**config.mk**
```make
export PLATFORM = sky130hd
export DESIGN_NAME = decimal_digit_display_formatter
export DESIGN_NICKNAME = d
export VERILOG_FILES = /design/src/hw/rtl/ddf_pkg.sv /design/src/hw/rtl/ddf_quot.sv /design/src/hw/rtl/ddf_code.sv /design/src/hw/rtl/ddf_serial.sv /design/src/hw/rtl/decimal_digit_display_formatter.sv
export SDC_FILE = /design/constraint.sdc
export NUM_CORES = 1
export LEC_CHECK = 0
export BUFFER_PORTS_ARGS = -buffer_cell sky130_fd_sc_hd__clkbuf_2
export CORE_MARGIN = 5
export CORE_UTILIZATION = 55
export DETAILED_ROUTE_END_ITERATION = 16
export PLACE_DENSITY = 0.72
export REMOVE_ABC_BUFFERS = 1
export SLEW_MARGIN = 20
export SYNTH_ARGS = -nofsm -noshare
export SYNTH_HDL_FRONTEND = slang
export SYNTH_SLANG_ARGS = --single-unit
```
**constraint.sdc**
```tcl
create_clock -name clk -period 7.9 [get_ports clk]
set_input_delay 1.58 -clock clk [delete_from_list [all_inputs] [get_ports clk]]
set_output_delay 1.58 -clock clk [all_outputs]
set_load 0.01 [all_outputs]
```
**src/hw/rtl/ddf_pkg.sv**
```systemverilog
// Shared types and constants for the decimal digit display formatter.
// Used by every module under hw/rtl; depends on nothing.
package ddf_pkg;

  localparam int NumWrites = 8;
  localparam int IdxW      = $clog2(NumWrites);

  localparam logic [13:0] LEFT_LIMIT = 14'd9999;
  localparam logic [6:0]  PAIR_LIMIT = 7'd99;
  localparam logic [7:0]  CODE_BLANK = 8'h0F;
  localparam logic [7:0]  CODE_DP    = 8'h80;
  localparam logic [3:0]  LEFT_BASE  = 4'h5;
  localparam logic [3:0]  FEET_BASE  = 4'h3;
  localparam logic [3:0]  INCH_BASE  = 4'h1;
  localparam logic [IdxW-1:0] IDX_LAST = IdxW'(NumWrites - 1);

  // Reciprocal multipliers for division by constants
  localparam logic [15:0] RECIP_10_L   = 16'd52429;  // >> 19, 14-bit operand
  localparam logic [12:0] RECIP_100_L  = 13'd5243;   // >> 19, 14-bit operand
  localparam logic [14:0] RECIP_1000_L = 15'd16778;  // >> 24, 14-bit operand
  localparam logic [7:0]  RECIP_10_P   = 8'd205;     // >> 11, 7-bit operand

  // Quotients of the three groups, registered after the first stage
  typedef struct packed {
    logic [13:0] left;
    logic [10:0] left_q1;
    logic [7:0]  left_q2;
    logic [4:0]  left_q3;
    logic        left_show;
    logic [6:0]  feet;
    logic [3:0]  feet_q1;
    logic        feet_show;
    logic [6:0]  inch;
    logic [3:0]  inch_q1;
    logic        inch_show;
  } quot_t;

  typedef logic [NumWrites-1:0][7:0] code_buf_t;

  // Digit address for each slot of the write sequence
  function automatic logic [3:0] slot_addr(input logic [IdxW-1:0] idx);
    logic [3:0] addr;
    case (idx)
      3'd0:    addr = LEFT_BASE;
      3'd1:    addr = LEFT_BASE + 4'd1;
      3'd2:    addr = LEFT_BASE + 4'd2;
      3'd3:    addr = LEFT_BASE + 4'd3;
      3'd4:    addr = FEET_BASE;
      3'd5:    addr = FEET_BASE + 4'd1;
      3'd6:    addr = INCH_BASE;
      default: addr = INCH_BASE + 4'd1;
    endcase
    return addr;
  endfunction

endpackage

```
**src/hw/rtl/ddf_quot.sv**
```systemverilog
// First stage: registers one transaction and the decimal quotients of its values.
// Depends on ddf_pkg.
module ddf_quot import ddf_pkg::*; (
  input  logic        clk,
  input  logic        rst,
  input  logic        load,
  input  logic        drain,
  input  logic [13:0] left_value,
  input  logic [6:0]  feet_value,
  input  logic [6:0]  inch_value,
  output quot_t       q,
  output logic        full
);

  logic [29:0] prod_l10;
  logic [26:0] prod_l100;
  logic [28:0] prod_l1000;
  logic [14:0] prod_f10;
  logic [14:0] prod_i10;
  quot_t       q_next;

  // Divide by constants through reciprocal multiplication
  always_comb begin
    prod_l10   = {16'd0, left_value} * {14'd0, RECIP_10_L};
    prod_l100  = {13'd0, left_value} * {14'd0, RECIP_100_L};
    prod_l1000 = {15'd0, left_value} * {14'd0, RECIP_1000_L};
    prod_f10   = {8'd0, feet_value} * {7'd0, RECIP_10_P};
    prod_i10   = {8'd0, inch_value} * {7'd0, RECIP_10_P};

    q_next.left      = left_value;
    q_next.left_q1   = prod_l10[29:19];
    q_next.left_q2   = prod_l100[26:19];
    q_next.left_q3   = prod_l1000[28:24];
    q_next.left_show = (left_value != 14'd0) && (left_value <= LEFT_LIMIT);
    q_next.feet      = feet_value;
    q_next.feet_q1   = prod_f10[14:11];
    q_next.feet_show = (feet_value != 7'd0) && (feet_value <= PAIR_LIMIT);
    q_next.inch      = inch_value;
    q_next.inch_q1   = prod_i10[14:11];
    q_next.inch_show = (inch_value != 7'd0) && (inch_value <= PAIR_LIMIT);
  end

  // Track occupancy of the stage
  always_ff @(posedge clk) begin
    if (rst) begin
      full <= 1'b0;
    end else if (load) begin
      full <= 1'b1;
    end else if (drain) begin
      full <= 1'b0;
    end
  end

  // Capture payload
  always_ff @(posedge clk) begin
    if (load) begin
      q <= q_next;
    end
  end

endmodule

```
**src/hw/rtl/ddf_code.sv**
```systemverilog
// Second stage: turns quotients into eight Code B bytes in write order.
// Depends on ddf_pkg.
module ddf_code import ddf_pkg::*; (
  input  logic      clk,
  input  logic      load,
  input  quot_t     q,
  output code_buf_t codes
);

  logic [14:0] l_ten1;
  logic [10:0] l_ten2;
  logic [7:0]  l_ten3;
  logic [6:0]  f_ten;
  logic [6:0]  i_ten;
  logic [14:0] l_d0;
  logic [10:0] l_d1;
  logic [7:0]  l_d2;
  logic [6:0]  f_d0;
  logic [6:0]  i_d0;
  code_buf_t   codes_next;

  // Ten times the first quotient of the big value
  function automatic logic [14:0] l_ten1_src(input logic [10:0] v);
    return {1'b0, v, 3'd0} + {3'd0, v, 1'b0};
  endfunction

  always_comb begin
    // Remainders: value minus ten times its quotient
    l_ten1 = {l_ten1_src(q.left_q1)};
    l_ten2 = {q.left_q2, 3'd0} + {2'd0, q.left_q2, 1'b0};
    l_ten3 = {q.left_q3, 3'd0} + {2'd0, q.left_q3, 1'b0};
    f_ten  = {q.feet_q1, 3'd0} + {2'd0, q.feet_q1, 1'b0};
    i_ten  = {q.inch_q1, 3'd0} + {2'd0, q.inch_q1, 1'b0};
    l_d0   = {1'b0, q.left} - l_ten1;
    l_d1   = q.left_q1 - l_ten2;
    l_d2   = q.left_q2 - l_ten3;
    f_d0   = q.feet - f_ten;
    i_d0   = q.inch - i_ten;

    // Show a digit only while the value reaches its position
    codes_next[0] = q.left_show ? {4'd0, l_d0[3:0]} : CODE_BLANK;
    codes_next[1] = (q.left_show && q.left_q1 != 11'd0) ? {4'd0, l_d1[3:0]} : CODE_BLANK;
    codes_next[2] = (q.left_show && q.left_q2 != 8'd0) ? {4'd0, l_d2[3:0]} : CODE_BLANK;
    codes_next[3] = (q.left_show && q.left_q3 != 5'd0) ? {4'd0, q.left_q3[3:0]}
                                                       : CODE_BLANK;
    codes_next[4] = q.feet_show ? (CODE_DP | {4'd0, f_d0[3:0]}) : CODE_BLANK;
    codes_next[5] = (q.feet_show && q.feet_q1 != 4'd0) ? {4'd0, q.feet_q1} : CODE_BLANK;
    codes_next[6] = q.inch_show ? {4'd0, i_d0[3:0]} : CODE_BLANK;
    codes_next[7] = (q.inch_show && q.inch_q1 != 4'd0) ? {4'd0, q.inch_q1} : CODE_BLANK;
  end

  // Hold the codes for the serializer
  always_ff @(posedge clk) begin
    if (load) begin
      codes <= codes_next;
    end
  end

endmodule

```
**src/hw/rtl/ddf_serial.sv**
```systemverilog
// Output stage: walks the eight buffered codes, one write per transaction.
// Depends on ddf_pkg.
module ddf_serial import ddf_pkg::*; (
  input  logic      clk,
  input  logic      rst,
  input  logic      load,
  input  code_buf_t codes,
  input  logic      out_stall,
  output logic      out_valid,
  output logic      free,
  output logic [3:0] digit_addr,
  output logic [7:0] seg_code,
  output logic      last
);

  logic [IdxW-1:0] idx;
  logic            full;
  logic            take;

  assign take      = full && !out_stall;
  assign free      = !full || (take && idx == IDX_LAST);
  assign out_valid = full;

  // Advance through the sequence, restart on a new run
  always_ff @(posedge clk) begin
    if (rst) begin
      full <= 1'b0;
      idx  <= '0;
    end else if (load) begin
      full <= 1'b1;
      idx  <= '0;
    end else if (take) begin
      if (idx == IDX_LAST) begin
        full <= 1'b0;
        idx  <= '0;
      end else begin
        idx <= idx + 1'b1;
      end
    end
  end

  // Select the current write
  assign digit_addr = slot_addr(idx);
  assign seg_code   = codes[idx];
  assign last       = (idx == IDX_LAST);

  a_idx_zero_at_load: assert property (@(posedge clk) disable iff (rst)
    load |=> (idx == '0) && full)
    else $error("run does not start at first slot");

  a_step: assert property (@(posedge clk) disable iff (rst)
    (take && !last && !load) |=> full && (idx == $past(idx) + 1'b1))
    else $error("sequence did not advance by one");

endmodule

```
**src/hw/rtl/decimal_digit_display_formatter.sv**
```systemverilog
// Top level of the decimal digit display formatter.
// Depends on ddf_pkg, ddf_quot, ddf_code and ddf_serial.
//
// Each input transaction carries a four-digit value, a feet value and an inch
// value and produces exactly eight digit-register writes on the output
// channel, one per cycle unless out_stall holds them: addresses 5..8 for the
// big value, 3..4 for feet, 1..2 for inches, least significant digit first.
// Unused leading digits, zero values and values over 9999 or 99 show blank
// (0x0F); a shown digit at address 3 carries the decimal point. An accepted
// input is registered in ddf_quot, then its codes in ddf_code as ddf_serial
// starts the run; the sustained rate is set by the single output channel.
// One input transaction can be held ahead of the output run, so the input
// is accepted while earlier writes are still waiting to be taken.
module decimal_digit_display_formatter import ddf_pkg::*; (
  input  logic        clk,
  input  logic        rst,
  input  logic        in_valid,
  output logic        in_stall,
  input  logic [13:0] left_value,
  input  logic [6:0]  feet_value,
  input  logic [6:0]  inch_value,
  output logic        out_valid,
  input  logic        out_stall,
  output logic [3:0]  digit_addr,
  output logic [7:0]  seg_code,
  output logic        last
);

  quot_t     q;
  code_buf_t codes;
  logic      q_full;
  logic      ser_free;
  logic      in_load;
  logic      q_drain;

  // Pipeline handshake
  assign q_drain  = q_full && ser_free;
  assign in_stall = q_full && !ser_free;
  assign in_load  = in_valid && !in_stall;

  ddf_quot u_quot (
    .clk        (clk),
    .rst        (rst),
    .load       (in_load),
    .drain      (q_drain),
    .left_value (left_value),
    .feet_value (feet_value),
    .inch_value (inch_value),
    .q          (q),
    .full       (q_full)
  );

  ddf_code u_code (
    .clk   (clk),
    .load  (q_drain),
    .q     (q),
    .codes (codes)
  );

  ddf_serial u_serial (
    .clk        (clk),
    .rst        (rst),
    .load       (q_drain),
    .codes      (codes),
    .out_stall  (out_stall),
    .out_valid  (out_valid),
    .free       (ser_free),
    .digit_addr (digit_addr),
    .seg_code   (seg_code),
    .last       (last)
  );

  a_stall_only_when_full: assert property (@(posedge clk) disable iff (rst)
    in_stall |-> q_full && out_valid)
    else $error("input stalled with room in the pipeline");

  a_accept_fills: assert property (@(posedge clk) disable iff (rst)
    in_load |=> q_full)
    else $error("accepted transaction was lost");

  a_last_addr: assert property (@(posedge clk) disable iff (rst)
    (out_valid && last) |-> (digit_addr == INCH_BASE + 4'd1))
    else $error("final write at wrong address");

  a_run_continues: assert property (@(posedge clk) disable iff (rst)
    (out_valid && !out_stall && !last) |=> out_valid)
    else $error("run ended before the final write");

endmodule

```
## Word-level counts from Yosys, hierarchy flattened

Index checks and enable logic that the tools add are counted.

| cells by class | value |
|---|---|
| $add $sub $neg | 11 |
| multiply operators | 5 |
| order comparisons | 4 |
| equal/unequal tests | 7 |
| mux-type cells | 10 |
| reduce and logical (&&, ||, !) cells | 32 |

Operators by type and width:

| operator | count |
|---|---|
| 14-bit by 16-bit multiplier with 30-bit output (second input constant) | 1 |
| 7-bit by 8-bit multiplier with 15-bit output (second input constant) | 2 |
| 14-bit by 14-bit multiplier with 28-bit output (second input constant) | 1 |
| 4-bit case mux with 7 select lines | 1 |
| 14-bit by 13-bit multiplier with 27-bit output (second input constant) | 1 |
| 8-bit binary-select mux with 3-bit select | 1 |
| 4-bit adder | 5 |
| 4-bit subtractor | 5 |
| 8-bit two-way mux | 2 |
| 14-bit less-or-equal comparator (second input constant) | 1 |
| 7-bit less-or-equal comparator (second input constant) | 2 |
| 14-bit nonzero test | 1 |
| 7-bit nonzero test | 2 |
| 1-bit logical AND | 13 |
| 3-bit equality test (second input constant) | 4 |
| 11-bit nonzero test | 1 |
| 4-bit nonzero test | 2 |
| 8-bit nonzero test | 1 |
| 3-bit by 2-bit equality test with 1-bit output (second input constant) | 2 |
| 2-bit nonzero test | 3 |
| 1-bit two-way mux | 5 |
| 5-bit nonzero test | 1 |
| 1-bit zero test | 4 |
| 3-bit by 4-bit < comparator with 1-bit output (second input constant) | 1 |
| other kinds (7) | 7 |

| word-level totals | value |
|---|---|
| register bits after elaboration | 116 |
| word-level logic and storage cells | 99 |

## Logic depth before layout (Yosys ltp)

Gate-level depths: netlist (run 1).

| depth | value |
|---|---|
| depth in word-level cells | 9 |
| gate-level depth with buffers | 22 |
| mapped depth without buffers | 21 |

## By module

Synthesis (run 1) repeated with hierarchy kept, for this count alone.

| second synthesis, totals | value |
|---|---|
| cells, all modules | 1,446 |
| area, all modules | 15,423.5 um2 |

Modules (own cells, without submodules):

| module | instances | cells each | area an instance (um2) | sequential area each (um2) |
|---|---|---|---|---|
| ddf_quot | 1 | 1,182 | 12,472.0 | 1,911.8 |
| ddf_code | 1 | 181 | 2,087.0 | 991.0 |
| ddf_serial | 1 | 80 | 834.6 | 80.1 |
| decimal_digit_display_formatter | 1 | 3 | 30.0 | 0.0 |

## Worst setup path before layout (run 1)

OpenSTA, ideal clock, no wires.

| timing | value |
|---|---|
| path kind | input-to-reg |
| start point | in left_value[12] |
| end point | reg, netlist name u_quot.q[43] |
| library setup time | 258 ps |
| arrival | 6,397 ps |
| slack | 1,245 ps |
| cell stages on the path | 21 |
| buffers on the path | 1 |
| path through | inv_1 > ha_1 > xor2_1 > ha_1 > inv_1 > fa_1 > fa_1 > inv_1 > fa_1 > inv_1 > fa_1 > inv_1 > ha_1 > nand4_2 > nor3_1 > a311o_1 > or2_1 > buf_6 > a221o_2 > a21oi_2 > xnor2_1 |

| on the way | value |
|---|---|
| longest elaborated chain between the ends | 1 |

Ends and longest elaborated chain:

| what | line | source |
|---|---|---|
| from (decl) | decimal_digit_display_formatter.sv:19 | `input logic [13:0] left_value,` |
| 14-bit by 16-bit multiplier with 30-bit output | ddf_quot.sv:24 | `prod_l10 = {16'd0, left_value} * {14'd0, RECIP_10_L};` |
| named net u_quot.prod_l10[24] | ddf_quot.sv:15 | `logic [29:0] prod_l10;` |

The timed path passes the listed nets, and every way through them passes these cells.
A chain may end at the register's enable or synchronous reset.

## Worst setup path after layout (run 1)

| timing | value |
|---|---|
| start point | in left_value[8] |
| end point | reg, netlist name u_quot.q[43] |

| on the way | value |
|---|---|
| longest elaborated chain between the ends | 1 |

Ends and longest elaborated chain:

| what | line |
|---|---|
| 14-bit by 16-bit multiplier with 30-bit output | ddf_quot.sv:24 |
| named net u_quot.prod_l10[24] | ddf_quot.sv:15 |

The timed path passes the listed nets, and every way through them passes these cells.

==> results of run 1 <==
-- cell type report --
class                           count  area, um^2  area share, %
Sequential cell                    85        2500           16.2
Clock inverter                      5        82.6          0.536
Inverter                          374        1400           9.11
Timing Repair Buffer               51         275           1.79
Multi-Input combinational cell    932       10500           68.0
Clock buffer                       11         243           1.58
Tap cell                          335         419           2.72
-- layer usage --
layer	part of all wire [%]	GRT usage, %	vias to the layer above
met1	44	27.3	4575
met4	2.4	5.50	0
li1	-	-	4673
met5	0	0	-
met3	5.0	3.02	46
met2	49	36.7	205
-- final timing paths --
path / from / to / slack [ns] / cells past startpoint
setup / recovery: left_value[8] / u_quot.q[43]$_DFFE_PP_ / 1.09 / 20
hold reg to reg: u_quot.full$_SDFFE_PP0P_ / u_serial.out_valid$_SDFFE_PP0P_ / 0.47 / 2
hold / removal: u_quot.full$_SDFFE_PP0P_ / u_serial.out_valid$_SDFFE_PP0P_ / 0.47 / 2
setup reg to reg: u_serial.idx[0]$_SDFFE_PP0P_ / u_quot.q[36]$_DFFE_PP_ / 5.04 / 7
-- sequential cells by signal (all words and copies together), names as in the netlist --
| register | cells |
|---|---|
| u_quot.q | 47 |
| u_code.codes | 33 |
| u_serial.idx | 3 |
| u_quot.full | 1 |
| u_serial.out_valid | 1 |
-- placed cells by master, fill, tap and decap left out, types with 3 or more instances in the layout --
master	netlist	final
edfxtp_1	80	80
o41ai_1	3	3
xor2_1	30	30
nand4_1	7	7
o2111ai_1	3	3
and2_1	6	6
ha_1	386	386
and4_1	3	3
o21ai_0	22	22
mux4_2	8	8
clkbuf_2	0	43
conb_1	1	3
nand2_1	62	62
fa_1	154	154
nor4_1	3	3
clkbuf_16	0	9
o31ai_1	5	5
xnor2_1	32	32
nor2b_1	7	6
dfxtp_1	5	5
or2_2	18	18
a311oi_1	3	3
nor2_1	29	29
a21o_1	12	12
or3_1	3	3
a211oi_1	6	6
a21oi_1	39	39
and3_1	7	7
inv_1	374	374
o21bai_1	5	5
o21a_1	8	8
a31oi_1	10	10
buf_4	3	8
a41oi_1	7	7
nand2b_1	4	4
nand3_1	12	12
nor3_1	8	8
-- kinds of logic (layout without fill, tap and decap cells) --
logic type | after synthesis | after routing
muxes | 9 | 9
and+or+nand+nor | 178 | 178
other | 1 | 3
xor gates and xnor gates | 62 | 62
adders and majority gates | 540 | 540
AOI/OAI and AO/OA | 140 | 140
DFF | 85 | 85
buffers and inverters | 381 | 441
-- synth_stat cells, types with 6 or more instances --
| cell type | count |
|---|---|
| a21o_1 | 12 |
| a21oi_1 | 39 |
| fa_1 | 154 |
| nor3_1 | 8 |
| o21a_1 | 8 |
| a211oi_1 | 6 |
| xnor2_1 | 32 |
| or2_2 | 18 |
| nand2_1 | 62 |
| ha_1 | 386 |
| edfxtp_1 | 80 |
| mux4_2 | 8 |
| a31oi_1 | 10 |
| inv_1 | 374 |
| nand4_1 | 7 |
| and3_1 | 7 |
| and2_1 | 6 |
| nand3_1 | 12 |
| nor2_1 | 29 |
| xor2_1 | 30 |
| o21ai_0 | 22 |
| a41oi_1 | 7 |
| nor2b_1 | 7 |
-- report_power, final --
| part | switching, mW | total [mW] | internal [mW] |
|---|---|---|---|
| clock network | 0.163 | 0.449 | 0.286 |
| registers | 0.0580 | 0.732 | 0.674 |
| logic | 1.66 | 2.96 | 1.31 |
| total | 1.88 | 4.15 | 2.27 |
-- worst max-delay path, delay by kind of cell --
kind,cells,cell delay (ns)
compound gates,3,0.90
xor+xnor,1,0.07
fa+ha+maj,7,3.06
buf+inv,6,0.81
simple gates,3,0.46
==> flow_summary.ini, run 1 <==
[synthesis]
ys_seq_elements = 85
yosys-top-cells-area = ha_1, fa_1, edfxtp_1, inv_1, xnor2_1
yosys.area_share.simple_pct = 6.15
seq_area_frac_synth_pct = 17.4
synth_area_um2 = 14400
synth_xor_xnor_area_share_pct = 3.77
synth-compound-area-share_pct = 6.43
synthFlopType = edfxtp_1
synth_edf_count = 80
synth_top_family_by_area = adder cells
syn_inst = 1396
yosys.area.top_type = ha_1
yosysUniqueCellTypes = 61
async_flop_share_pct = 0
synth_top_area_share_pct = 33.5
synthAdderAreaFrac_pct = 54.9
syn_area_per_cell_um2 = 10.3
synth-warning-count = 0
synth_mux_area_share_pct = 1.32

[grt]
grt_pass1_wl_mm = 49.4
overflow = 0
grt.total_usage_pct = 20.9
antenna_found_initial = 0
grt_pass1_vias = 10200
grt_max_degree = 48

[route]
post_drt_via_cell_ratio = 5.30
drc = 0
wl_mm = 29.0
dr.pass1.iters = 4
num_vias = 9499
ant_nets = 0
post_drt_wl_per_cell_um = 16.2
dr.first_iter.drc_count = 508

[clocking]
cts_tree = done
clock_path_buffers = 2
cts_setup_buffers = 0
clock_sinks = 85
path_clk_slew_ns = 0.06
htree_levels = 3
cts-root-buf = clkbuf_16
clock_latency_ns = 0.34
cts_resized = 0
cts_inserted_buffers = 9
postCtsHoldBufs = 0

[sta]
final_max_slew_viol_count = 0
period_needed_ns = 6.81
finClkSkew_ns = 0.00629
setup_viol = 0
finalHoldViolations = 0
rsz0062_at_grt = no
final.setup.tns_ns = 0
fin_crit_sh_pct = 86.2
fin_hold_ws_ns = 0.470
finalWorstSetupSlack_ns = 1.09
relSlewSlack_pct = 47.8
tightest_slew_ns = 0.781
max_freq_ghz = 0.147

[flow_run]
cap_violations = 0

[layout]
n_fill_cell = 2091
nets = 2025
drive_above_1_share_pct = 6.86
final_area_um2 = 15400
fin_util_pct = 59.5
syn_to_final_growth_pct = 6.87
antennaDiodeCount = 0
stdcell_count = 1793

[die]
fp.coreArea_um2 = 25900
fp.dieArea_um2 = 29500
start_util_pct = 55.6
rows = 59
io_pins = 47
die_h_um = 172
die_w_um = 172

[placement]
port_buffers = 43
dp.cells = 1777
dp.final_hpwl_mm = 25.5
gp_congestion = 0.914
postPlaceCellArea_um2 = 15100
pre_cts_ws_ns = 0.769

[setup_path]
crit_fanout = 13
crit_path_max_incr_delay_ns = 0.54
cp.required_ns = 7.98
crit_slowest_cell = fa_1
crit_arrival_ns = 6.89
worstSetupEndpointType = flip-flop
worstSetupPathType = in2reg
cp_cell_sequence = clkbuf_2 > inv_1 > ha_1 > ha_1 > inv_1 > fa_1 > fa_1 > inv_1 > fa_1 > inv_1 > fa_1 > inv_1 > ha_1 > nand4_2 > nor3_1 > a311o_1 > or2_1 > a221o_2 > a21oi_2 > xnor2_1
crit_top_cell = inv_1
start_kind = primary input

[power_and_ir_drop]
p_total_mw = 4.15
leakagePower_nw = 8.30
powerDensity_nw_per_um2 = 269
vdd_ir_drop_max_mv = 0.135

[worst_hold_path]
min_path_type = reg2reg

[outcome]
status = finished, final reports clean
Power figures use the tool's default switching activity.
==> run 2, diff against run 1 <==
--- a/config.mk
+++ b/config.mk
@@ -7,9 +7,8 @@
 export LEC_CHECK = 0
 export BUFFER_PORTS_ARGS = -buffer_cell sky130_fd_sc_hd__clkbuf_2
 export CORE_MARGIN = 5
-export CORE_UTILIZATION = 55
+export CORE_UTILIZATION = 40
 export DETAILED_ROUTE_END_ITERATION = 16
-export PLACE_DENSITY = 0.72
 export REMOVE_ABC_BUFFERS = 1
 export SLEW_MARGIN = 20
 export SYNTH_ARGS = -nofsm -noshare
==> flow_summary.ini, run 2 (synthesis gave the netlist of run 1 again) <==
[flow_run]
cap_violations = 0

[layout]
final_common_cell = ha_1
largest_reg_flops = 47
drive_above_1_share_pct = 7.05
stdcell_count = 1922
antennaDiodeCount = 0
syn_to_final_growth_pct = 8.05
final_cell_mix = ha_1, inv_1, fa_1
final_area_um2 = 15600
nets = 2028
top_regs = u_quot.q: 47 flops, u_code.codes: 33 flops, u_serial.idx: 3 flops
largest_register = u_quot.q
fin_util_pct = 43.8
n_fill_cell = 3414

[sta]
final.setup.tns_ns = 0
rsz0062_at_grt = no
finalWorstSetupSlack_ns = 1.15
period_needed_ns = 6.75
final_max_slew_viol_count = 0
fin_crit_sh_pct = 85.4
tightest_slew_ns = 0.784
max_freq_ghz = 0.148
finClkSkew_ns = 0.00593
relSlewSlack_pct = 47.6
setup_viol = 0
finalHoldViolations = 0

[route]
num_vias = 9340
dr.first_iter.drc_count = 312
wl_mm = 29.8
dr.pass1.iters = 4
post_drt_wl_per_cell_um = 15.5
post_drt_via_cell_ratio = 4.86
drc = 0
ant_nets = 0

[grt]
grt_pass1_vias = 9921
grt_max_degree = 48
grt_pass1_wl_mm = 50.1
overflow = 0
antenna_found_initial = 0
grt.total_usage_pct = 15.6

[clocking]
cts_resized = 0
path_clk_slew_ns = 0.06
cts_tree = done
cts_setup_buffers = 0
cts_inserted_buffers = 9
htree_levels = 3
clock_latency_ns = 0.33
cts-root-buf = clkbuf_16
postCtsHoldBufs = 0
clock_path_buffers = 2
clock_sinks = 85

[die]
die_h_um = 200
io_pins = 47
fp.coreArea_um2 = 35600
rows = 69
die_w_um = 200
start_util_pct = 40.5
fp.dieArea_um2 = 39900

[power_and_ir_drop]
cell_internal_pwr_mw = 2.24
vdd_ir_drop_max_mv = 0.164
leakagePower_nw = 8.30
p_seq_share_pct = 17.8
clkPwrFrac_pct = 10.7
p_sw_mw = 1.86
p_sw_share_pct = 45.4
powerDensity_nw_per_um2 = 264
p_comb_share_pct = 71.5

[placement]
port_buffers = 43
pre_cts_ws_ns = 0.798
postPlaceCellArea_um2 = 15300
gp_congestion = 0.905
dp.cells = 1906
dp.final_hpwl_mm = 26.4

[outcome]
status = finished, final reports clean

[setup_path]
start_kind = primary input
cp.required_ns = 7.98
worstSetupPathType = in2reg
worstSetupEndpointType = flip-flop
crit_arrival_ns = 6.83
crit_fanout = 11

[worst_hold_path]
min_path_type = reg2reg
==> run 2: cell types whose count changed in the layout (fill, tap and decap cells not counted) <==
cell | previous run | this run
buf_4 | 8 | 11
clkbuf_1 | 1 | 0
clkbuf_8 | 1 | 0
clkinv_1 | 0 | 1
clkinv_2 | 1 | 2
clkinvlp_4 | 0 | 1
inv_6 | 1 | 0
==> run 2: stage by stage <==
| step | total power, mW | hold WS, ns |
|---|---|---|
| floorplan | 2.96 | 0.436 |
| detailed placement | 3.69 | 0.470 |
| CTS | 4.17 | 0.478 |
| global route | 4.65 | 0.512 |
| global placement | 3.63 | 0.449 |
| finish | 4.11 | 0.472 |
==> run 2: critical path, stage by stage <==
cell,delay (ns)
clkbuf_2,0.31
inv_1,0.21
ha_1,0.40
ha_1,0.33
inv_1,0.13
fa_1,0.45
fa_1,0.55
inv_1,0.05
fa_1,0.49
inv_1,0.05
fa_1,0.49
inv_1,0.04
ha_1,0.29
nand4_2,0.11
nor3_1,0.06
a311o_1,0.37
or2_1,0.29
a221o_2,0.39
a21oi_2,0.16
xnor2_1,0.08
==> run 2: final cells by class <==
class / count / area [um^2] / area share, %
Sequential cell: 85 / 2500 / 16.1
Inverter: 374 / 1400 / 9.01
Multi-Input combinational cell: 932 / 10500 / 67.3
Timing Repair Buffer: 54 / 298 / 1.91
Clock inverter: 7 / 90.1 / 0.578
Tap cell: 461 / 577 / 3.70
Clock buffer: 9 / 225 / 1.45
==> run 2: power by group through the flow <==
stage | clock [mW] | combinational [mW] | sequential [mW]
after CTS | 0.453 | 2.98 | 0.732
after global placement | 0 | 2.89 | 0.738
after detailed placement | 0 | 2.94 | 0.741
after global routing | 0.476 | 3.43 | 0.742
after floorplan | 0 | 2.24 | 0.721
final | 0.440 | 2.94 | 0.730
==> run 2: path summary, 6_finish.rpt <==
check                          startpoint                              end  slack, ns  cells after the start
max                         left_value[9]           u_quot.q[43]$_DFFE_PP_       1.15                     20
max reg2reg  u_serial.idx[0]$_SDFFE_PP0P_           u_quot.q[14]$_DFFE_PP_       5.02                      7
min reg2reg      u_quot.full$_SDFFE_PP0P_  u_serial.out_valid$_SDFFE_PP0P_       0.47                      2
min              u_quot.full$_SDFFE_PP0P_  u_serial.out_valid$_SDFFE_PP0P_       0.47                      2
==> run 2: layer usage <==
| metal | routed length, um | global-route usage [%] | vias to the layer above |
|---|---|---|---|
| li1 | - | - | 4681 |
| met2 | 14000 | 26.4 | 142 |
| met1 | 14000 | 21.7 | 4485 |
| met3 | 1290 | 2.01 | 32 |
| met5 | 0 | 0 | - |
| met4 | 538 | 3.12 | 0 |
==> run 3, diff against run 2 <==
==> constraint.sdc (replaced) <==
create_clock -name clk -period 8.3 [get_ports clk]
set_input_delay 1.66 -clock clk [delete_from_list [all_inputs] [get_ports clk]]
set_output_delay 1.66 -clock clk [all_outputs]
set_load 0.01 [all_outputs]
==> flow_summary.ini, run 3 (synthesis gave the netlist of run 1 again) <==
[layout]
final_cell_mix = ha_1, inv_1, fa_1
drive_above_1_share_pct = 6.73
fin_util_pct = 43.6
largest_reg_flops = 47
final_common_cell = ha_1
top_regs = u_quot.q: 47 flops, u_code.codes: 33 flops, u_serial.idx: 3 flops
nets = 2024
largest_register = u_quot.q
syn_to_final_growth_pct = 7.57

[outcome]
status = finished, final reports clean

[power_and_ir_drop]
vdd_ir_drop_max_mv = 0.158
p_comb_share_pct = 72.3
cell_internal_pwr_mw = 2.07
p_sw_mw = 1.76
p_seq_share_pct = 18.2
p_sw_share_pct = 45.9
leakagePower_nw = 8.26
powerDensity_nw_per_um2 = 247
clkPwrFrac_pct = 9.5

[die]
io_pins = 47
die_w_um = 200
fp.coreArea_um2 = 35600
rows = 69
fp.dieArea_um2 = 39900
die_h_um = 200
start_util_pct = 40.5

[grt]
grt_max_degree = 48
antenna_found_initial = 1
grt_pass1_vias = 9855
grt_pass1_wl_mm = 49.3
grt.total_usage_pct = 15.4
overflow = 0

[route]
drc = 0
dr.first_iter.drc_count = 374
ant_nets = 0
post_drt_via_cell_ratio = 4.86
dr.pass1.iters = 4
wl_mm = 29.7
num_vias = 9328
post_drt_wl_per_cell_um = 15.5

[setup_path]
crit_arrival_ns = 7.19
worstSetupEndpointType = flip-flop
start_kind = primary input
crit_fanout = 12
r2r_setup_slack_ns = 5.42
worstSetupPathType = in2reg
cp.required_ns = 8.39

[clocking]
clock_sinks = 85
cts_tree = done
cts_setup_buffers = 0
clock_latency_ns = 0.34
clock_path_buffers = 2
path_clk_slew_ns = 0.06
htree_levels = 3
cts_inserted_buffers = 9
cts_resized = 0
postCtsHoldBufs = 0
cts-root-buf = clkbuf_16

[sta]
tightest_slew_ns = 0.791
setup_viol = 0
rsz0062_at_grt = no
fin_hold_ws_ns = 0.465
finClkSkew_ns = 0.00894
final_max_slew_viol_count = 0
relSlewSlack_pct = 47.2
finalHoldViolations = 0
period_needed_ns = 7.10
final.setup.tns_ns = 0
fin_crit_sh_pct = 85.6
max_freq_ghz = 0.141

[placement]
dp.final_hpwl_mm = 26.1
gp_congestion = 0.856
port_buffers = 43

[worst_hold_path]
min_path_type = reg2reg

[flow_run]
cap_violations = 0
==> run 3: cell count changes in the layout (fill, tap and decap cells not counted), sizes merged <==
cell and delta:
bufinv -2, clkinv -1, clkinvlp +1, buf -4
inv +2, diode +1
==> run 3: final timing paths <==
check | startpoint | to | cells past startpoint
setup / recovery | left_value[13] | u_quot.q[43]$_DFFE_PP_ | 21
hold / removal | u_quot.full$_SDFFE_PP0P_ | u_serial.out_valid$_SDFFE_PP0P_ | 2
setup reg to reg | u_serial.idx[0]$_SDFFE_PP0P_ | u_quot.q[29]$_DFFE_PP_ | 7
hold reg to reg | u_quot.full$_SDFFE_PP0P_ | u_serial.out_valid$_SDFFE_PP0P_ | 2
==> run 3: power groups by stage <==
stage                     logic, mW  registers [mW]  clock network, mW
after floorplan                2.13           0.687                  0
after global placement         2.71           0.705                  0
after detailed placement       2.78           0.708                  0
after CTS                      2.81           0.699              0.377
after global routing           3.22           0.707              0.395
final                          2.77           0.696              0.366
==> run 3: final cells by class <==
type / count / area, um^2
clock buffers: 9 / 225
clock inverters: 7 / 48.8
multi-input cells: 932 / 10500
fillers: 3415 / 20100
well taps: 461 / 577
diodes: 1 / 2.50
inverters: 374 / 1400
flip-flops and latches: 85 / 2500
repair buffers: 50 / 268
==> run 3: per-layer routing <==
metal	up-vias	wire, um	global-route usage (%)
li1	4675	-	-
met1	4478	14300	21.6
met2	147	14000	26.3
met3	28	996	1.73
met4	0	405	2.62
met5	-	0	0
==> run 3: metrics by stage <==
stage | power (mW) | worst slack, ns | cell area, um^2 | instances
6_report | 3.83 | 1.20 | 15500 | 1919
5_1_grt | 4.32 | 0.950 | 15500 | 1918
4_1_cts | 3.89 | 1.22 | 15500 | 1918
3_5_place_dp | 3.49 | 0.868 | 15200 | 1902
3_3_place_gp | 3.41 | 0.944 | 15200 | 1902
2_1_floorplan | 2.82 | 1.62 | 14400 | 1391
==> run 3: critical path, cell delays in order <==
cell and delay, ns:
clkbuf_2 0.32, inv_1 0.19, ha_1 0.41, xor2_1 0.29, ha_1 0.31, inv_1 0.13
fa_1 0.45, fa_1 0.56, inv_1 0.06, fa_1 0.49, inv_1 0.05, fa_1 0.49
inv_1 0.05, ha_1 0.29, nand4_2 0.12, nor3_1 0.06, a311o_1 0.36, or2_1 0.29
a221o_2 0.38, a21oi_2 0.15, xnor2_1 0.07
